$ cat src/hw/rtl/ape_pkg.sv
// Shared types, constants and helpers for the arc point evaluator.
// Used by every cell and by the top level; depends on nothing.
`default_nettype none

package ape_pkg;

  // Angle constants in Q16 radians, and the CORDIC gain in Q30
  localparam logic signed [19:0] TWO_PI_Q16  = 20'sd411775;
  localparam logic signed [19:0] PI_Q16      = 20'sd205887;
  localparam logic signed [19:0] HALF_PI_Q16 = 20'sd102944;
  localparam logic signed [32:0] GAIN_Q30    = 33'sd652032874;

  // Angle reduction: a multiple of 2pi at or above 2^43 keeps headings non-negative
  localparam int unsigned MOD_W      = 45;
  localparam int unsigned MOD_STAGES = 27;
  localparam logic [MOD_W-1:0] MOD_OFFSET = MOD_W'(64'd411775 * 64'd21361407);

  // Quotient bits of the arc divider: 33-bit magnitude shifted up by 20
  localparam int unsigned DIV_BITS = 53;

  localparam logic signed [65:0] MIN32 = -66'sd2147483648;
  localparam logic signed [65:0] MAX32 = 66'sd2147483647;

  localparam logic [29:0] ATAN_Q30 [30] = '{
    30'd843314856, 30'd497837829, 30'd263043836, 30'd133525158, 30'd67021686,
    30'd33543515, 30'd16775850, 30'd8388437, 30'd4194282, 30'd2097149,
    30'd1048575, 30'd524287, 30'd262143, 30'd131071, 30'd65535, 30'd32767,
    30'd16383, 30'd8191, 30'd4095, 30'd2047, 30'd1023, 30'd511, 30'd255,
    30'd127, 30'd63, 30'd31, 30'd15, 30'd7, 30'd3, 30'd1
  };

  typedef enum logic [7:0] {
    REG_START_X       = 8'd0,
    REG_START_Y       = 8'd1,
    REG_START_HEADING = 8'd2,
    REG_CURVATURE     = 8'd3
  } cfg_reg_e;

  typedef struct packed {
    logic signed [31:0] s;
    logic signed [31:0] off;
    logic signed [43:0] h;
  } side_a_t;

  typedef struct packed {
    logic signed [32:0] x;
    logic signed [32:0] y;
    logic signed [32:0] z;
    logic               neg;
  } cordic_t;

  typedef struct packed {
    logic [31:0]         rem;
    logic [DIV_BITS-1:0] nq;
    logic                neg;
  } div_t;

  typedef struct packed {
    logic signed [31:0] heading;
    logic signed [17:0] tan_x;
    logic signed [17:0] tan_y;
    logic signed [31:0] sec_x;
    logic signed [31:0] sec_y;
    logic               sat;
    logic signed [35:0] line_x;
    logic signed [35:0] line_y;
    logic signed [35:0] off_x;
    logic signed [35:0] off_y;
  } side_b_t;

  typedef struct packed {
    logic signed [31:0] val;
    logic               sat;
  } sat32_t;

  typedef struct packed {
    logic signed [32:0] z;
    logic               neg;
  } fold_t;

  function automatic sat32_t clip32(input logic signed [65:0] v);
    sat32_t r;
    r.sat = 1'b0;
    if (v < MIN32) begin
      r.val = 32'sh8000_0000;
      r.sat = 1'b1;
    end else if (v > MAX32) begin
      r.val = 32'sh7fff_ffff;
      r.sat = 1'b1;
    end else begin
      r.val = v[31:0];
    end
    return r;
  endfunction

  // Map a reduced angle in [0, 2pi) to [-pi/2, pi/2] in Q30, noting a half turn
  function automatic fold_t fold_angle(input logic [18:0] r);
    logic signed [19:0] a;
    fold_t f;
    a = signed'({1'b0, r});
    f.neg = 1'b0;
    if (a > PI_Q16) a = a - TWO_PI_Q16;
    if (a > HALF_PI_Q16) begin
      a = a - PI_Q16;
      f.neg = 1'b1;
    end else if (a < -HALF_PI_Q16) begin
      a = a + PI_Q16;
      f.neg = 1'b1;
    end
    f.z = 33'(a) <<< 14;
    return f;
  endfunction

endpackage

`default_nettype wire

$ cat src/hw/rtl/ape_div_cell.sv
// One quotient bit of the restoring divider, x and y lanes share the divisor.
// Uses ape_pkg for lane and side data types.
`default_nettype none

module ape_div_cell import ape_pkg::*; (
  input  logic        clk_i,
  input  logic        rst_ni,
  input  logic        valid_i,
  input  logic [31:0] divisor_i,
  input  div_t        lane_x_i,
  input  div_t        lane_y_i,
  input  side_b_t     side_i,
  output logic        valid_o,
  output div_t        lane_x_o,
  output div_t        lane_y_o,
  output side_b_t     side_o
);

  function automatic div_t step(input div_t a, input logic [31:0] d);
    div_t r;
    logic [32:0] t;
    logic        b;
    t = {a.rem, a.nq[DIV_BITS-1]};
    b = (t >= {1'b0, d});
    r.neg = a.neg;
    r.rem = b ? 32'(t - {1'b0, d}) : t[31:0];
    r.nq  = {a.nq[DIV_BITS-2:0], b};
    return r;
  endfunction

  logic    valid_q;
  div_t    lane_x_q, lane_y_q;
  side_b_t side_q;

  always_ff @(posedge clk_i or negedge rst_ni) begin
    if (!rst_ni) valid_q <= 1'b0;
    else         valid_q <= valid_i;
  end

  always_ff @(posedge clk_i) begin
    lane_x_q <= step(lane_x_i, divisor_i);
    lane_y_q <= step(lane_y_i, divisor_i);
    side_q   <= side_i;
  end

  assign valid_o  = valid_q;
  assign lane_x_o = lane_x_q;
  assign lane_y_o = lane_y_q;
  assign side_o   = side_q;

endmodule

`default_nettype wire

$ cat config.mk
export PLATFORM = sky130hd
export DESIGN_NAME = ape_div_cell
export DESIGN_NICKNAME = d
export VERILOG_FILES = /design/src/hw/rtl/ape_pkg.sv /design/src/hw/rtl/ape_div_cell.sv
export SDC_FILE = /design/constraint.sdc
export NUM_CORES = 1
export LEC_CHECK = 0
export BUFFER_PORTS_ARGS = -buffer_cell sky130_fd_sc_hd__clkbuf_2
export CORE_AREA = 2 2 360 362
export CTS_BUF_LIST = sky130_fd_sc_hd__clkbuf_4
export DETAILED_ROUTE_END_ITERATION = 16
export DIE_AREA = 0 0 362 364
export SYNTH_ARGS = -nofsm -noshare
export SYNTH_HDL_FRONTEND = slang
export SYNTH_SLANG_ARGS = --single-unit
$ cat constraint.sdc
create_clock -name clk_i -period 0.8 [get_ports clk_i]
set_input_delay 0.04 -clock clk_i [delete_from_list [all_inputs] [get_ports clk_i]]
set_output_delay 0.04 -clock clk_i [all_outputs]
set_load 0.02 [all_outputs]
==> results of run 1 <==
==> through the flow <==
stage          instances  area, um^2  hold slack, ns  util [%]
3_3_place_gp        3876       22070         -0.1661     17.20
3_5_place_dp        3876       22070         -0.1599     17.20
2_1_floorplan       1058       13510         -0.2556         -
==> Yosys cell counts (3+ instances only) <==
cell type,count,area share [%]
sky130_fd_sc_hd__dfxtp_1,449,68
sky130_fd_sc_hd__ha_1,64,6.1
sky130_fd_sc_hd__nand2_1,64,1.8
sky130_fd_sc_hd__o21ai_0,57,2.2
sky130_fd_sc_hd__a21oi_1,54,2.1
sky130_fd_sc_hd__inv_1,49,1.4
sky130_fd_sc_hd__xnor2_1,31,2.1
sky130_fd_sc_hd__nor2_1,30,0.86
sky130_fd_sc_hd__xor2_1,28,1.9
sky130_fd_sc_hd__a21o_1,27,1.5
sky130_fd_sc_hd__mux2_1,27,2.3
sky130_fd_sc_hd__clkbuf_1,21,0.60
sky130_fd_sc_hd__nand4_1,14,0.67
sky130_fd_sc_hd__nand3_1,13,0.49
sky130_fd_sc_hd__nor2b_1,13,0.62
sky130_fd_sc_hd__a31oi_1,12,0.57
sky130_fd_sc_hd__nand2b_1,9,0.43
sky130_fd_sc_hd__and3_1,6,0.29
sky130_fd_sc_hd__nor3_1,6,0.23
sky130_fd_sc_hd__o21bai_1,6,0.34
sky130_fd_sc_hd__mux2_2,5,0.43
sky130_fd_sc_hd__o211ai_1,5,0.29
sky130_fd_sc_hd__or3_1,5,0.24
sky130_fd_sc_hd__o21ai_1,4,0.15
sky130_fd_sc_hd__o31a_1,4,0.27
sky130_fd_sc_hd__and2_1,3,0.14
sky130_fd_sc_hd__buf_6,3,0.26
sky130_fd_sc_hd__nor4_1,3,0.14
sky130_fd_sc_hd__o2111ai_1,3,0.20
sky130_fd_sc_hd__o21a_1,3,0.17
sky130_fd_sc_hd__o221ai_1,3,0.20
==> logic make-up after synthesis <==
logic type,count (synthesis)
compound gates,202
mux,34
xor+xnor,59
flops,450
fa+ha+maj,66
simple gates,173
buf+inv,74
==> metrics.yaml, run 1 <==
synthMuxAreaShare_pct: 2.889
post_synthesis_average_cell_area_um2: 12.45
post_synth_and_or_nand_nor_area_fraction_pct: 6.319
outcome: "aborted with a tool error"
io-pin-count: 934
postSynthCellCount: 1058
synth_top_family_by_area: "compound AO/OA/AOI/OAI gates"
port-buffer-count: 933
synth-xor-area-share_pct: 3.924
synth_sequential_area_ratio_pct: 68.45
cts.sinks: 450
dieHeight_um: 364
synth_enable_flop_cells: 0
synthAdderAreaFrac_pct: 6.385
synth_compound_area_share_pct: 9.740
first-error: "[ERROR RSZ-0060] Max buffer count reached."
deepest_clock_path_buffer_count: 3
std_cell_rows: 132
postSynthRegisterBits: 450
last-stage-reached: "clock tree synthesis (4_1_cts)"
cts.root.buffer_cell: "sky130_fd_sc_hd__clkbuf_4"
yosys_most_used_dff: "sky130_fd_sc_hd__dfxtp_1"
initial_core_util_pct: 10.26
place.gp.congestion: 1.049
cts.repair.resized: 1436
die_width_um: 362
cts_htree_levels: 4
dp_hpwl_um: 108600
post_cts.repair.setup_buffers: 10
syn-cell-area_um2: 13170
place_ws_ns: -2.227
cts_made_buffers: 143
asr_flop_ratio_synth_pct: 0.2222
synth_warnings: 0
hold_buffers: 827
post_synth_num_cell_types: 55
synth_nets: 1608
==> inputs of run 2 (changes only) <==
--- a/config.mk
+++ b/config.mk
@@ -6,10 +6,10 @@
 export NUM_CORES = 1
 export LEC_CHECK = 0
 export BUFFER_PORTS_ARGS = -buffer_cell sky130_fd_sc_hd__clkbuf_2
-export CORE_AREA = 2 2 360 362
-export CTS_BUF_LIST = sky130_fd_sc_hd__clkbuf_4
+export CORE_AREA = 2 2 362 364
 export DETAILED_ROUTE_END_ITERATION = 16
-export DIE_AREA = 0 0 362 364
+export DIE_AREA = 0 0 364 366
+export PLACE_DENSITY_LB_ADDON = 0.15
 export SYNTH_ARGS = -nofsm -noshare
 export SYNTH_HDL_FRONTEND = slang
 export SYNTH_SLANG_ARGS = --single-unit
==> constraint.sdc (replaced) <==
create_clock -name clk_i -period 1.04 [get_ports clk_i]
set_input_delay 0.052 -clock clk_i [delete_from_list [all_inputs] [get_ports clk_i]]
set_output_delay 0.052 -clock clk_i [all_outputs]
set_load 0.02 [all_outputs]
==> metrics.yaml, run 2 <==
setup-tns-final_ns: -120.39
holdCritPathClass: "in -> reg"
post_synth_most_frequent_cells: "sky130_fd_sc_hd__dfxtp_1, sky130_fd_sc_hd__ha_1, sky130_fd_sc_hd__nand2_1"  # unchanged
ir_drop_worst_case_vdd_uv: 1179
finalHoldViolCount: 8
synth_sequential_area_ratio_pct: 68.45  # unchanged
std_cell_rows: 132  # unchanged
syn-cell-area_um2: 13170  # unchanged
fin_hold_ws_ns: -0.3438
drive_above_1_share_pct: 66.33
routed_wl_um: 118500
area_growth_syn_to_fin_pct: 184.5
per_cell_via_count_in_the_routed_design: 3.329
max_ffs_per_register: 277
worstHoldPathCells: 3
timing.fmax_mhz: 462.8
maximum_net_fanout_on_the_critical_path: 6
yosys_most_used_dff: "sky130_fd_sc_hd__dfxtp_1"  # unchanged
global_route_wire_length_before_repair_um: 153500
synth_nets: 1608  # unchanged
tritoncts: "built"
failed_checks: "negative hold slack, negative setup slack"
cts.sinks: 450  # unchanged
max_slew.worst_pin.slew_ns: 0.5887
hold_path.startpoint: "lane_x_i[59]"
critPathArrivalTime_ns: 2.69
p_leak_nw: 16.68
finalWorstSetupSlack_ns: -1.121
die_width_um: 364  # was 362 um
dieHeight_um: 366  # was 364 um
finalWorstPathRequiredPeriod_ns: 2.161
worst-setup-path-type: "in -> reg"
detailroute.via_count: 15640
max_cap_viol_count: 0
place_ws_ns: -2.138  # was -2.227 ns
synth_warnings: 0  # unchanged
detailedRoute.firstIterationViolations: 615
postSynthCellCount: 1058  # unchanged
grt_pass1_vias: 17340
synth_enable_flop_cells: 0  # unchanged
setup-violations-final: 516
timing.max_slew.rel_slack_pct: 59.74
post-route-period-util_pct: 207.8
synthMostInstantiatedCell: "sky130_fd_sc_hd__dfxtp_1"  # unchanged
finish.net_count: 3439
area_share_of_the_leading_cell_type_in_the_synthesized_netlist_pct: 68.26  # unchanged
final_max_slew_viol_count: 0
post-synth-top-area-cell: "sky130_fd_sc_hd__dfxtp_1"  # unchanged
initial_core_util_pct: 10.21  # was 10.26%
postSynthRegisterBits: 450  # unchanged
place.gp.congestion: 0.8835  # was 1.049
post_synthesis_average_cell_area_um2: 12.45  # unchanged
grt_setup_unrepaired: "true"
cts_made_buffers: 59  # was 143
design_power_total_mw: 58.92
cts_htree_levels: 2  # was 4
grt_max_degree: 17
dp_hpwl_um: 95530  # was 108600 um
worstSetupStartpointType: "input port"
outcome: "finished, violations left"  # was aborted with a tool error
antenna_found_initial: 62
grt-ovfl-total: 0
ant_nets: 0
port-buffer-count: 933  # unchanged
clkTransAtPathRegs_ns: 0.06
asr_flop_ratio_synth_pct: 0.2222  # unchanged
die_area_um2: 133200
drcViolationCount: 0
hold_path_end: "lane_x_o[60]"
globalRouteTotalUtil_pct: 17.10
final_common_cell: "sky130_fd_sc_hd__dlygate4sd3_1"
coreArea_um2: 129000
io-pin-count: 934  # unchanged
drtPass1Iterations: 5
synth.area.top_cells: "sky130_fd_sc_hd__dfxtp_1, sky130_fd_sc_hd__ha_1, sky130_fd_sc_hd__mux2_1"  # unchanged
cts.root.buffer_cell: "sky130_fd_sc_hd__clkbuf_16"  # was sky130_fd_sc_hd__clkbuf_4
powerDensity_nw_per_um2: 1573
required_ns: 1.57
deepest_clock_path_buffer_count: 3  # unchanged
avg_wl_per_cell_um: 25.23
endpoint_kind: "register"
post_synth_num_cell_types: 55  # unchanged
layout.cells.most_common_list: "sky130_fd_sc_hd__dlygate4sd3_1, sky130_fd_sc_hd__clkbuf_2, sky130_fd_sc_hd__dfxtp_2"
-- run 2: kinds of logic after synthesis --
family                     after synthesis  synth area share, %
adders and majority gates               66                6.385
AOI/OAI and AO/OA                      202                9.740
buffers and inverters                   74                2.290
muxes                                   34                2.889
DFF                                    450                68.45
and+or+nand+nor                        173                6.319
xor gates and xnor gates                59                3.924
-- run 2: per-layer routing --
metal  track usage, %  vias to the layer above  share of wire [%]
li1                 -                     7303                  -
met3            9.576                      201                 13
met2            27.32                      698                 45
met4            5.721                       32                4.4
met5                0                        -               0.15
met1            19.04                     7401                 38
-- run 2: cell type report --
class                      instances  area [um^2]
clock buffer                      76         1652
tap                             1742         2180
timing repair buffer            1794        18130
clock inverter                    33        504.2
sequential                       450         9682
antenna                           18        45.04
multi-input combinational        535         5049
inverter                          49        229.0
fill                           13200        91520
-- run 2: worst max path at each step --
| stage | start | end | slack, ns | cells past startpoint |
|---|---|---|---|---|
| after floorplan | lane_y_i[71] | lane_y_o[78] | -1.52 | 12 |
| after global placement | lane_y_i[53] | lane_y_o[80] | -2.11 | 14 |
| after detailed placement | lane_y_i[53] | lane_y_o[80] | -2.14 | 14 |
| after CTS | lane_y_i[53] | lane_y_o[76] | -1.15 | 14 |
| after global routing | divisor_i[18] | lane_y_o[72] | -1.18 | 15 |
| final | divisor_i[18] | lane_y_o[71] | -1.12 | 15 |
-- run 2: through the flow --
| stage | utilization [%] | std cells | cell area [um^2] | hold slack (ns) |
|---|---|---|---|---|
| 2_1_floorplan | - | 1058 | 13510 | -0.2436 |
| 3_3_place_gp | 17.04 | 3945 | 21970 | -0.1401 |
| 3_5_place_dp | 17.04 | 3945 | 21970 | -0.1413 |
| 4_1_cts | 28.10 | 4655 | 36240 | -0.4322 |
| 5_1_grt | 29.04 | 4693 | 37460 | -0.3943 |
| 6_report | 29.05 | 4697 | 37470 | -0.3438 |
-- run 2: critical path, cell delays in order --
cell,delay (ns)
sky130_fd_sc_hd__buf_8,0.10
sky130_fd_sc_hd__inv_8,0.05
sky130_fd_sc_hd__ha_4,0.19
sky130_fd_sc_hd__a21o_1,0.17
sky130_fd_sc_hd__a21o_1,0.16
sky130_fd_sc_hd__a21o_1,0.23
sky130_fd_sc_hd__a221oi_4,0.30
sky130_fd_sc_hd__o21ai_2,0.12
sky130_fd_sc_hd__a31oi_2,0.20
sky130_fd_sc_hd__a21oi_4,0.09
sky130_fd_sc_hd__a2111oi_4,0.22
sky130_fd_sc_hd__buf_4,0.18
sky130_fd_sc_hd__buf_6,0.13
sky130_fd_sc_hd__buf_12,0.17
sky130_fd_sc_hd__mux2_4,0.31
-- run 2: power by group --
part | total (mW) | internal (mW) | switching, mW
Sequential | 20.1 | 18.9 | 1.16
Combinational | 16.1 | 9.07 | 7.05
Clock | 22.7 | 13.8 | 8.96
Total | 58.9 | 41.8 | 17.2
-- run 2: timing repair --
action / CTS / global route
hold buffers: 573 / 13
endpoints found under the setup margin: 516 / 516
endpoints found under the hold margin: 449 / 20
gates cloned: 9 / 3
gates resized for setup: 1578 / 510
setup buffers: 25 / 20
pin swaps: 56 / 43
(Power assumes the default switching activity.)
