===== src/hw/rtl/ape_pkg.sv =====
// Shared types, constants and helpers for the arc point evaluator.
// Used by every cell and by the top level; depends on nothing.
`default_nettype none

package ape_pkg;

  // Angle constants in Q16 radians, and the CORDIC gain in Q30
  localparam logic signed [19:0] TWO_PI_Q16  = 20'sd411775;
  localparam logic signed [19:0] PI_Q16      = 20'sd205887;
  localparam logic signed [19:0] HALF_PI_Q16 = 20'sd102944;
  localparam logic signed [32:0] GAIN_Q30    = 33'sd652032874;

  // Angle reduction: a multiple of 2pi at or above 2^43 keeps headings non-negative
  localparam int unsigned MOD_W      = 45;
  localparam int unsigned MOD_STAGES = 27;
  localparam logic [MOD_W-1:0] MOD_OFFSET = MOD_W'(64'd411775 * 64'd21361407);

  // Quotient bits of the arc divider: 33-bit magnitude shifted up by 20
  localparam int unsigned DIV_BITS = 53;

  localparam logic signed [65:0] MIN32 = -66'sd2147483648;
  localparam logic signed [65:0] MAX32 = 66'sd2147483647;

  localparam logic [29:0] ATAN_Q30 [30] = '{
    30'd843314856, 30'd497837829, 30'd263043836, 30'd133525158, 30'd67021686,
    30'd33543515, 30'd16775850, 30'd8388437, 30'd4194282, 30'd2097149,
    30'd1048575, 30'd524287, 30'd262143, 30'd131071, 30'd65535, 30'd32767,
    30'd16383, 30'd8191, 30'd4095, 30'd2047, 30'd1023, 30'd511, 30'd255,
    30'd127, 30'd63, 30'd31, 30'd15, 30'd7, 30'd3, 30'd1
  };

  typedef enum logic [7:0] {
    REG_START_X       = 8'd0,
    REG_START_Y       = 8'd1,
    REG_START_HEADING = 8'd2,
    REG_CURVATURE     = 8'd3
  } cfg_reg_e;

  typedef struct packed {
    logic signed [31:0] s;
    logic signed [31:0] off;
    logic signed [43:0] h;
  } side_a_t;

  typedef struct packed {
    logic signed [32:0] x;
    logic signed [32:0] y;
    logic signed [32:0] z;
    logic               neg;
  } cordic_t;

  typedef struct packed {
    logic [31:0]         rem;
    logic [DIV_BITS-1:0] nq;
    logic                neg;
  } div_t;

  typedef struct packed {
    logic signed [31:0] heading;
    logic signed [17:0] tan_x;
    logic signed [17:0] tan_y;
    logic signed [31:0] sec_x;
    logic signed [31:0] sec_y;
    logic               sat;
    logic signed [35:0] line_x;
    logic signed [35:0] line_y;
    logic signed [35:0] off_x;
    logic signed [35:0] off_y;
  } side_b_t;

  typedef struct packed {
    logic signed [31:0] val;
    logic               sat;
  } sat32_t;

  typedef struct packed {
    logic signed [32:0] z;
    logic               neg;
  } fold_t;

  function automatic sat32_t clip32(input logic signed [65:0] v);
    sat32_t r;
    r.sat = 1'b0;
    if (v < MIN32) begin
      r.val = 32'sh8000_0000;
      r.sat = 1'b1;
    end else if (v > MAX32) begin
      r.val = 32'sh7fff_ffff;
      r.sat = 1'b1;
    end else begin
      r.val = v[31:0];
    end
    return r;
  endfunction

  // Map a reduced angle in [0, 2pi) to [-pi/2, pi/2] in Q30, noting a half turn
  function automatic fold_t fold_angle(input logic [18:0] r);
    logic signed [19:0] a;
    fold_t f;
    a = signed'({1'b0, r});
    f.neg = 1'b0;
    if (a > PI_Q16) a = a - TWO_PI_Q16;
    if (a > HALF_PI_Q16) begin
      a = a - PI_Q16;
      f.neg = 1'b1;
    end else if (a < -HALF_PI_Q16) begin
      a = a + PI_Q16;
      f.neg = 1'b1;
    end
    f.z = 33'(a) <<< 14;
    return f;
  endfunction

endpackage

`default_nettype wire


===== src/hw/rtl/ape_mod_cell.sv =====
// One compare-subtract step of the 2pi angle reduction, two lanes.
// Uses ape_pkg for widths and side data types.
`default_nettype none

module ape_mod_cell import ape_pkg::*; #(
  parameter int unsigned J = 0
) (
  input  logic             clk_i,
  input  logic             rst_ni,
  input  logic             valid_i,
  input  logic [MOD_W-1:0] u_h_i,
  input  logic [MOD_W-1:0] u_0_i,
  input  side_a_t          side_i,
  output logic             valid_o,
  output logic [MOD_W-1:0] u_h_o,
  output logic [MOD_W-1:0] u_0_o,
  output side_a_t          side_o
);

  localparam logic [MOD_W-1:0] Sub = MOD_W'(TWO_PI_Q16) << J;

  logic             valid_q;
  logic [MOD_W-1:0] u_h_q, u_0_q, u_h_d, u_0_d;
  side_a_t          side_q;

  assign u_h_d = (u_h_i >= Sub) ? u_h_i - Sub : u_h_i;
  assign u_0_d = (u_0_i >= Sub) ? u_0_i - Sub : u_0_i;

  always_ff @(posedge clk_i or negedge rst_ni) begin
    if (!rst_ni) valid_q <= 1'b0;
    else         valid_q <= valid_i;
  end

  always_ff @(posedge clk_i) begin
    u_h_q  <= u_h_d;
    u_0_q  <= u_0_d;
    side_q <= side_i;
  end

  assign valid_o = valid_q;
  assign u_h_o   = u_h_q;
  assign u_0_o   = u_0_q;
  assign side_o  = side_q;

endmodule

`default_nettype wire


===== config.mk =====
export PLATFORM = sky130hd
export DESIGN_NAME = ape_mod_cell
export DESIGN_NICKNAME = d
export VERILOG_FILES = /design/src/hw/rtl/ape_pkg.sv /design/src/hw/rtl/ape_mod_cell.sv
export SDC_FILE = /design/constraint.sdc
export NUM_CORES = 1
export LEC_CHECK = 0
export ABC_AREA = 1
export ABC_CLOCK_PERIOD_IN_PS = 800
export BUFFER_PORTS_ARGS = -buffer_cell sky130_fd_sc_hd__buf_2
export CAP_MARGIN = 20
export CORE_ASPECT_RATIO = 1.25
export CORE_UTILIZATION = 33
export DETAILED_ROUTE_END_ITERATION = 10
export MAX_ROUTING_LAYER = met4
export PLACE_DENSITY = 0.71
export SLEW_MARGIN = 20
export SYNTH_ARGS = -nofsm -noshare
export SYNTH_HDL_FRONTEND = slang
export SYNTH_SLANG_ARGS = --single-unit

===== constraint.sdc =====
create_clock -name clk_i -period 0.8 [get_ports clk_i]
set_clock_uncertainty 0.15 [all_clocks]
set_input_delay 0.12 -clock clk_i [delete_from_list [all_inputs] [get_ports clk_i]]
set_output_delay 0.12 -clock clk_i [all_outputs]
set_load 0.01 [all_outputs]

# Word level (Yosys, flattened, before mapping)
# Index checks and enable logic that the tools add are counted.
[totals]
reg_bits = 199
[op_classes]
n_addsub = 2
order_cmp = 2
muxes = 2
[op_table]
columns = ["cell", "n"]
rows = [
  ["$ge 45x19->1 const B", 2],
  ["$mux 45", 2],
  ["$sub 45x19->45 const B", 2],
]

# Logic depth before layout (Yosys ltp)
# Gate-level depths: netlist of the first run.
[logic_depth]
depth_word = 2
mapped_depth = 13
mapped_depth_nobuf = 12

# Least setup slack after synthesis of the first run
# OpenSTA, ideal clock, no wires.
[synth_path]
kind = "input to register"
startpoint = "input port u_h_i[14]"
endpoint = "register u_h_q[24], in the netlist u_h_o[24]"
arrival_time_ps = 1253
t_required_ps = 528
setup_slack_ps = -724
cell_stages = 11
path_cell_list = "buf_2 nand2_1 nand2_1 a21oi_2 nand2_1 nor2_1 nand3_2 buf_6 inv_4 buf_6 a21oi_2"
[synth_via]
elab_chain_cells = 2
[synth_rtl]
columns = ["item", "line_no", "source"]
rows = [
  ["start, declared", "ape_mod_cell.sv:11", "input logic [MOD_W-1:0] u_h_i,"],
  ["$sub 45x19->45 / $ge 45x19->1 (equally long branches)", "ape_mod_cell.sv:26", "assign u_h_d = (u_h_i >= Sub) ? u_h_i - Sub : u_h_i;"],
  ["$mux 45 *", "ape_mod_cell.sv:26", ""],
  ["named net u_h_d[24]", "ape_mod_cell.sv:23", "logic [MOD_W-1:0] u_h_q, u_0_q, u_h_d, u_0_d;"],
  ["end signal, assigned", "ape_mod_cell.sv:35", "u_h_q <= u_h_d;"],
  ["end, declared", "ape_mod_cell.sv:23", ""],
]
# Mark *: on every way through the listed nets, which the timed path passes. The rest lies on a longest branch.

# Worst setup path after layout of the first run
[layout_path]
startpoint = "input port u_h_i[34]"
endpoint = "register u_h_q[14], in the netlist u_h_o[14]"
[layout_via]
elab_chain_cells = 2
[layout_rtl]
columns = ["item", "line_no"]
rows = [
  ["$ge 45x19->1", "ape_mod_cell.sv:26"],
  ["$mux 45", "ape_mod_cell.sv:26"],
  ["named net u_h_d[14]", "ape_mod_cell.sv:23"],
]
# The timed path passes the listed nets, and every way through them passes these cells.

==> results of run 1 <==
[metal layers]
layer  global-route usage, %  routed length [um]  up-vias
met5                       -                   0        -
met4                   22.52                3859        0
met3                   7.618                3400      191
met2                   59.34               23940      582
met1                   30.85               15720     5477
li1                        -                   -     5694
[metrics by stage]
| stage | setup WS [ns] | instance area (sq um) |
|---|---|---|
| 4_1_cts | -0.5160 | 17500 |
| 3_3_place_gp | -1.311 | 13490 |
| 3_5_place_dp | -1.236 | 13490 |
| 6_report | -0.5818 | 18810 |
| 2_1_floorplan | -0.6593 | 8906 |
| 5_1_grt | -0.6703 | 18810 |
[final cells by class]
cell class / count / area [sq um]
repair buffers: 897 / 7289
fillers: 1942 / 7123
multi-input cells: 872 / 5569
flip-flops and latches: 199 / 4138
inverters: 167 / 678.2
clock buffers: 17 / 425.4
well taps: 340 / 425.4
clock inverters: 15 / 209.0
repair inverters: 3 / 52.55
diodes: 8 / 20.02
[timing repair]
item | 4_1_cts | 5_1_grt
hold endpoints to repair | 185 | 66
setup endpoints to repair | 289 | 289
resized for setup | 473 | 310
setup buffers | 49 | 24
hold buffers | 117 | 2
cloned | 9 | 1
pin swaps | 85 | 100
[state kept, by name (all words and copies together) (netlist names)]
signal,flops
u_h_o,45
side_o,108
u_0_o,45
valid_o,1
[power by group through the flow]
stage	clock network (mW)	logic [mW]	registers, mW
after global placement	0	4.05	10.9
after detailed placement	0	4.08	10.9
after global routing	9.64	6.35	10.9
after CTS	9.19	5.30	10.8
after floorplan	0	1.11	11.3
final	9.03	6.01	10.9
[cell usage after synthesis, types with 2 or more instances]
master,n,area share [%]
sky130_fd_sc_hd__buf_6,10,1.3
sky130_fd_sc_hd__nor3b_1,2,0.17
sky130_fd_sc_hd__ha_1,2,0.29
sky130_fd_sc_hd__nor3_1,10,0.58
sky130_fd_sc_hd__nand2_1,404,17
sky130_fd_sc_hd__and2_1,4,0.29
sky130_fd_sc_hd__a21oi_1,12,0.69
sky130_fd_sc_hd__xor2_1,19,1.9
sky130_fd_sc_hd__nand2_2,3,0.22
sky130_fd_sc_hd__a21oi_2,22,2.2
sky130_fd_sc_hd__dfxtp_1,198,46
sky130_fd_sc_hd__inv_4,2,0.14
sky130_fd_sc_hd__o21ai_1,13,0.75
sky130_fd_sc_hd__xnor2_1,7,0.71
sky130_fd_sc_hd__nor2_1,200,8.6
sky130_fd_sc_hd__nand3_1,79,4.5
sky130_fd_sc_hd__o21ai_0,41,2.4
sky130_fd_sc_hd__buf_2,3,0.17
sky130_fd_sc_hd__inv_2,2,0.086
sky130_fd_sc_hd__inv_1,162,7.0
sky130_fd_sc_hd__nand4_1,19,1.4
sky130_fd_sc_hd__nor2_2,8,0.58
sky130_fd_sc_hd__nand3b_1,18,1.6
[worst max-delay path: stages]
cell and delay [ns]:
sky130_fd_sc_hd__buf_2 0.15, sky130_fd_sc_hd__nor2_4 0.14, sky130_fd_sc_hd__nand2_2 0.10, sky130_fd_sc_hd__nor2_4 0.14, sky130_fd_sc_hd__nand2_4 0.08, sky130_fd_sc_hd__nor2_2 0.12, sky130_fd_sc_hd__nand2_2 0.08, sky130_fd_sc_hd__nand3_4 0.11
sky130_fd_sc_hd__buf_12 0.13, sky130_fd_sc_hd__buf_12 0.11, sky130_fd_sc_hd__buf_12 0.11, sky130_fd_sc_hd__nand2_1 0.05, sky130_fd_sc_hd__nand2_1 0.05, sky130_fd_sc_hd__nand2_1 0.05
[logic make-up (layout without fill, tap and decap cells)]
| kind of cell | count (synthesis) | after routing | synth area share [%] |
|---|---|---|---|
| AOI/OAI and AO/OA | 90 | 90 | 6.202 |
| xor gates and xnor gates | 27 | 27 | 2.806 |
| adders and majority gates | 2 | 2 | 0.2878 |
| buffers and inverters | 180 | 1099 | 8.793 |
| DFF | 199 | 199 | 45.88 |
| other | 0 | 8 | 0 |
| and+or+nand+nor | 753 | 753 | 36.03 |
[worst min-delay path by stage]
stage | from | end | slack, ns | depth (start not counted)
6_report | u_0_i[7] | u_0_o[7]$_DFF_P_ | -0.22 | 3
3_5_place_dp | rst_ni | valid_o$_DFF_PN0_ | -0.25 | 1
2_1_floorplan | rst_ni | valid_o$_DFF_PN0_ | -0.33 | 0
4_1_cts | u_0_i[7] | u_0_o[7]$_DFF_P_ | -0.25 | 3
5_1_grt | u_0_i[7] | u_0_o[7]$_DFF_P_ | -0.24 | 3
3_3_place_gp | rst_ni | valid_o$_DFF_PN0_ | -0.25 | 1
==> impl_metrics.ini, run 1 <==
[synthesis]
ys_types = 34
share_of_synthesized_flip_flops_with_an_asynchronous_set_or_reset_pct = 0.5025
synth_warnings = 0
ys_dominant_reg_cell = sky130_fd_sc_hd__dfxtp_1
synthCells = 1251
synth-seq-area-share_pct = 45.88
postSynthNetCount = 1454
average_cell_area_after_synthesis_sq_um = 6.950
ys_seq_elements = 199
netlist_area_sq_um = 8695
synth-edff-count = 0

[grt]
globalRouteOverflowTotal = 0
antenna_found_initial = 9
first_global_vias = 11770
grt_start_max_net_pins = 24
global_route_wire_length_before_repair_um = 64090
globalRouteTotalUtil_pct = 32.89

[floorplan]
area_of_the_die_sq_um = 27000
placeableCoreArea_sq_um = 25930
placementRows = 66
floorplan.initialDensity_pct = 33.53
die_w_um = 147.2
io-pin-count = 400
dieHeight_um = 183.5

[sta]
rsz_0062_raised_after_global_routing = true
timing.setup.tns_ns = -116.32
max_clock_freq_ghz = 0.7237
finalSetupViolations = 289
min_period_over_period_pct = 172.7
slew_headroom_pct = 71.25
min_period_ns = 1.382
timing.hold.ws_ns = -0.2160
fin_ws_ns = -0.5818
number_of_max_slew_violations_in_the_final_report = 0
worstMarginPinSlew_ns = 0.4313
hold_viol = 60

[final_layout]
utilization_pct = 72.53
most_frequent_cells_in_the_layout = 348 x sky130_fd_sc_hd__buf_4, 275 x sky130_fd_sc_hd__nand2_1, 253 x sky130_fd_sc_hd__buf_2
nNetsFinal = 2360
drive_gt1_share_pct = 59.95
area_growth_syn_to_layout_pct = 116.3
layout.cells.most_common = sky130_fd_sc_hd__buf_4
layout.cells.non_filler = 2518

[placement]
gpl_wtd_cong = 1.047
io_buffer_count = 399
detailedPlacementHpwl_um = 32990
dp_cells = 2280

[pwr]
internal-power_mw = 18.07
worst_ir_drop_vdd_mv = 1.456
p_seq_share_pct = 42.0
swShare_pct = 30.26
power_spent_charging_and_discharging_nets_mw = 7.841
cellPowerDensity_nw_per_um2 = 1378
power_mw = 25.92
comb_power_share_pct = 23.2
clkPwrFrac_pct = 34.8
power.static_leakage_nw = 9.230

[route]
drt_iter0_drc = 552
final_wl_um = 46920
vias = 11940
detail-route-antenna-nets = 0
vias_per_cell = 4.743
drc_errors = 0
avgRoutedWirePerCell_um = 18.64
detailedRoute.firstPassIterationCount = 5

[critical_path]
arrival_ns = 1.56
cp_data_required_time_ns = 0.98
kind_of_start_point_of_the_critical_path = input pin
timing.critical_path.fanout_max = 5
cp-startpoint = u_h_i[34]
critPathCaptureType = flip-flop
timing.critical_path.to = u_h_o[14]$_DFF_P_
path_class = input pin to flip-flop

[cts]
clk_pin_slew_worst_paths_ns = 0.08
clockRootBuffer = sky130_fd_sc_hd__clkbuf_16
cts_tree = yes
h-tree-depth = 4
cts_buf_count = 17
clk_path_buf_depth = 2
clkSinkCount = 199

[status]
violations = negative hold slack, negative setup slack
outcome = complete, but fails checks

[run]
drv_cap = 0

[min_path]
hold_path_class = input pin to flip-flop
(Power assumes the default switching activity.)
==> run 2, diff against run 1 <==
--- a/config.mk
+++ b/config.mk
@@ -5,15 +5,15 @@
 export SDC_FILE = /design/constraint.sdc
 export NUM_CORES = 1
 export LEC_CHECK = 0
-export ABC_AREA = 1
+export ABC_AREA = 0
 export ABC_CLOCK_PERIOD_IN_PS = 800
 export BUFFER_PORTS_ARGS = -buffer_cell sky130_fd_sc_hd__buf_2
 export CAP_MARGIN = 20
-export CORE_ASPECT_RATIO = 1.25
-export CORE_UTILIZATION = 33
+export CORE_AREA = 2 2 157 159
 export DETAILED_ROUTE_END_ITERATION = 10
+export DIE_AREA = 0 0 159 161
 export MAX_ROUTING_LAYER = met4
-export PLACE_DENSITY = 0.71
+export PLACE_DENSITY = 0.64
 export SLEW_MARGIN = 20
 export SYNTH_ARGS = -nofsm -noshare
 export SYNTH_HDL_FRONTEND = slang
==> run 2 against run 1 <==
The flow still finishes with violations (negative hold slack, negative setup slack). Wire length is 41% lower. Critical path depth is 7 lower. Sequential cell count stayed put. Global-route usage is 12 points lower. Sequential power hardly changed. Largest cell class unchanged.
==> impl_metrics.ini, run 2 <==
[status]
outcome = complete, but fails checks
violations = negative hold slack, negative setup slack

[min_path]
hold_path_class = input pin to flip-flop

[cts]
clockRootBuffer = sky130_fd_sc_hd__clkbuf_16
clk_path_buf_depth = 2
cts_tree = yes
h-tree-depth = 4
clk_pin_slew_worst_paths_ns = 0.08
cts_hold_repair.buffers = 119
clkSinkCount = 199
cts_buf_count = 17

[synthesis]
share_of_synthesized_flip_flops_with_an_asynchronous_set_or_reset_pct = 0.5025
synthCells = 538
ys_seq_elements = 199
synth.area.mux_share_pct = 0.1833
post-synth-top-count-cell = sky130_fd_sc_hd__dfxtp_1
ys_dominant_reg_cell = sky130_fd_sc_hd__dfxtp_1
synth_area_leaders = sky130_fd_sc_hd__dfxtp_1 65%, sky130_fd_sc_hd__xor2_1 7.1%, sky130_fd_sc_hd__xnor2_1 4.4%
yosys.area_share.adder_pct = 0.4073
average_cell_area_after_synthesis_sq_um = 11.42
synth_warnings = 0
synth-xor-area-share_pct = 11.81
synth_largest_area_cell = sky130_fd_sc_hd__dfxtp_1
synth-seq-area-share_pct = 64.93
netlist_area_sq_um = 6143
synth_top_family_by_area = simple AND/OR/NAND/NOR gates
synth_simple_gate_area_share_pct = 16.70
synth-edff-count = 0
synthTopCellsByCount = 198 x sky130_fd_sc_hd__dfxtp_1, 50 x sky130_fd_sc_hd__xor2_1, 37 x sky130_fd_sc_hd__nor2_1
synth-compound-area-share_pct = 4.644
postSynthNetCount = 741
area_fraction_of_the_dominant_cell_type_after_synthesis_pct = 64.52
ys_types = 50

[grt]
antenna_found_initial = 5
globalRouteOverflowTotal = 0
globalRouteTotalUtil_pct = 20.75
first_global_vias = 7208
global_route_wire_length_before_repair_um = 39910
grt_start_max_net_pins = 24

[route]
detailedRoute.firstPassIterationCount = 5
vias = 6893
final_wl_um = 27760
drt_iter0_drc = 273
vias_per_cell = 4.305
drc_errors = 0
detail-route-antenna-nets = 0
avgRoutedWirePerCell_um = 17.34

[critical_path]
path_class = input pin to flip-flop
arrival_ns = 2.61
critical_path.n_buffers_inverters = 1
critPathCaptureType = flip-flop
kind_of_start_point_of_the_critical_path = input pin
crit_chain = buf_6 > or4_4 > or3_4 > or4_4 > or4_4 > or4_4 > xnor2_2
path_delay_family = simple AND/OR/NAND/NOR gates
cp_data_required_time_ns = 0.97
timing.critical_path.mode_cell = sky130_fd_sc_hd__or4_4
cpPeakStageDelay_ns = 0.54
critical_path.slowest_cell = sky130_fd_sc_hd__or4_4
timing.critical_path.fanout_max = 2

[floorplan]
area_of_the_die_sq_um = 25600
dieHeight_um = 161
floorplan.initialDensity_pct = 25.64
io-pin-count = 400
placementRows = 57
placeableCoreArea_sq_um = 23960
die_w_um = 159

[final_layout]
most_frequent_cells_in_the_layout = 274 x sky130_fd_sc_hd__buf_2, 162 x sky130_fd_sc_hd__buf_4, 155 x sky130_fd_sc_hd__buf_6
largest_register_ffs = 108
area_growth_syn_to_layout_pct = 126.0
finalInstanceArea_sq_um = 13880
nNetsFinal = 1463
layout.cells.most_common = sky130_fd_sc_hd__buf_2
fill_cells = 1917
utilization_pct = 57.94
drive_gt1_share_pct = 69.36

[run]
drv_cap = 0

[placement]
dpl_cell_area_sq_um = 10040
detailedPlacementHpwl_um = 18240
gpl_wtd_cong = 0.8765
io_buffer_count = 399

[sta]
timing.hold.ws_ns = -0.1993
min_period_over_period_pct = 304.3
rsz_0062_raised_after_global_routing = true
min_period_ns = 2.435
worstMarginPinSlew_ns = 0.4576
finalSetupViolations = 289
hold_viol = 85
timing.setup.tns_ns = -184.52
slew_headroom_pct = 69.17
number_of_max_slew_violations_in_the_final_report = 0
fin_ws_ns = -1.635
max_clock_freq_ghz = 0.4107

[pwr]
cellPowerDensity_nw_per_um2 = 1770
worst_ir_drop_vdd_mv = 1.088
power.static_leakage_nw = 6.376
-- run 2: routing by layer --
layer | wire [um] | vias up | track usage, %
met5 | 0 | - | -
met4 | 665 | 0 | 6.901
met3 | 1550 | 38 | 4.597
met2 | 14800 | 265 | 36.84
met1 | 10750 | 3294 | 23.16
li1 | - | 3296 | -
-- run 2: where the power goes --
part           switching (mW)  internal [mW]
sequential              0.273           10.6
clock                    4.76           4.69
combinational            1.79           2.45
total                    6.83           17.8
-- run 2: per-stage QoR --
stage | setup WS [ns] | power (mW) | cells
2_1_floorplan | -2.048 | 11.86 | 538
3_3_place_gp | -2.086 | 13.84 | 1421
3_5_place_dp | -2.107 | 13.87 | 1421
4_1_cts | -1.607 | 24.35 | 1594
5_1_grt | -1.633 | 25.51 | 1601
6_report | -1.635 | 24.58 | 1601
-- run 2: area by class of cell --
cell class                 count  area, sq um  area share [%]
timing repair buffer         715         5629           40.54
sequential                   199         4139           29.81
multi-input combinational    320         3020           21.75
clock buffer                  17        425.4           3.064
tap                          324        405.4           2.920
clock inverter                15        229.0           1.649
inverter                       7        26.28          0.1892
antenna                        4        10.01         0.07209
-- run 2: cell families (layout without fill, tap and decap cells) --
kind of cell	after synthesis	in the layout
simple gates	192	192
mux	1	1
xor+xnor	82	82
flops	199	199
compound gates	43	43
fa+ha+maj	2	2
buf+inv	19	754
other cells	0	4
-- run 2: final timing paths --
path	to	from	depth (start not counted)
setup / recovery	u_h_o[40]$_DFF_P_	u_h_i[24]	7
hold / removal	u_0_o[31]$_DFF_P_	u_0_i[31]	3
max in group asynchronous	valid_o$_DFF_PN0_	rst_ni	2
min in group asynchronous	valid_o$_DFF_PN0_	rst_ni	2
-- run 2: repair_timing --
item,4_1_cts,5_1_grt
gates resized for setup,264,178
endpoints found under the hold margin,197,84
pin swaps,47,28
gates cloned,4,0
setup endpoints to repair,289,290
buffers inserted,20,10
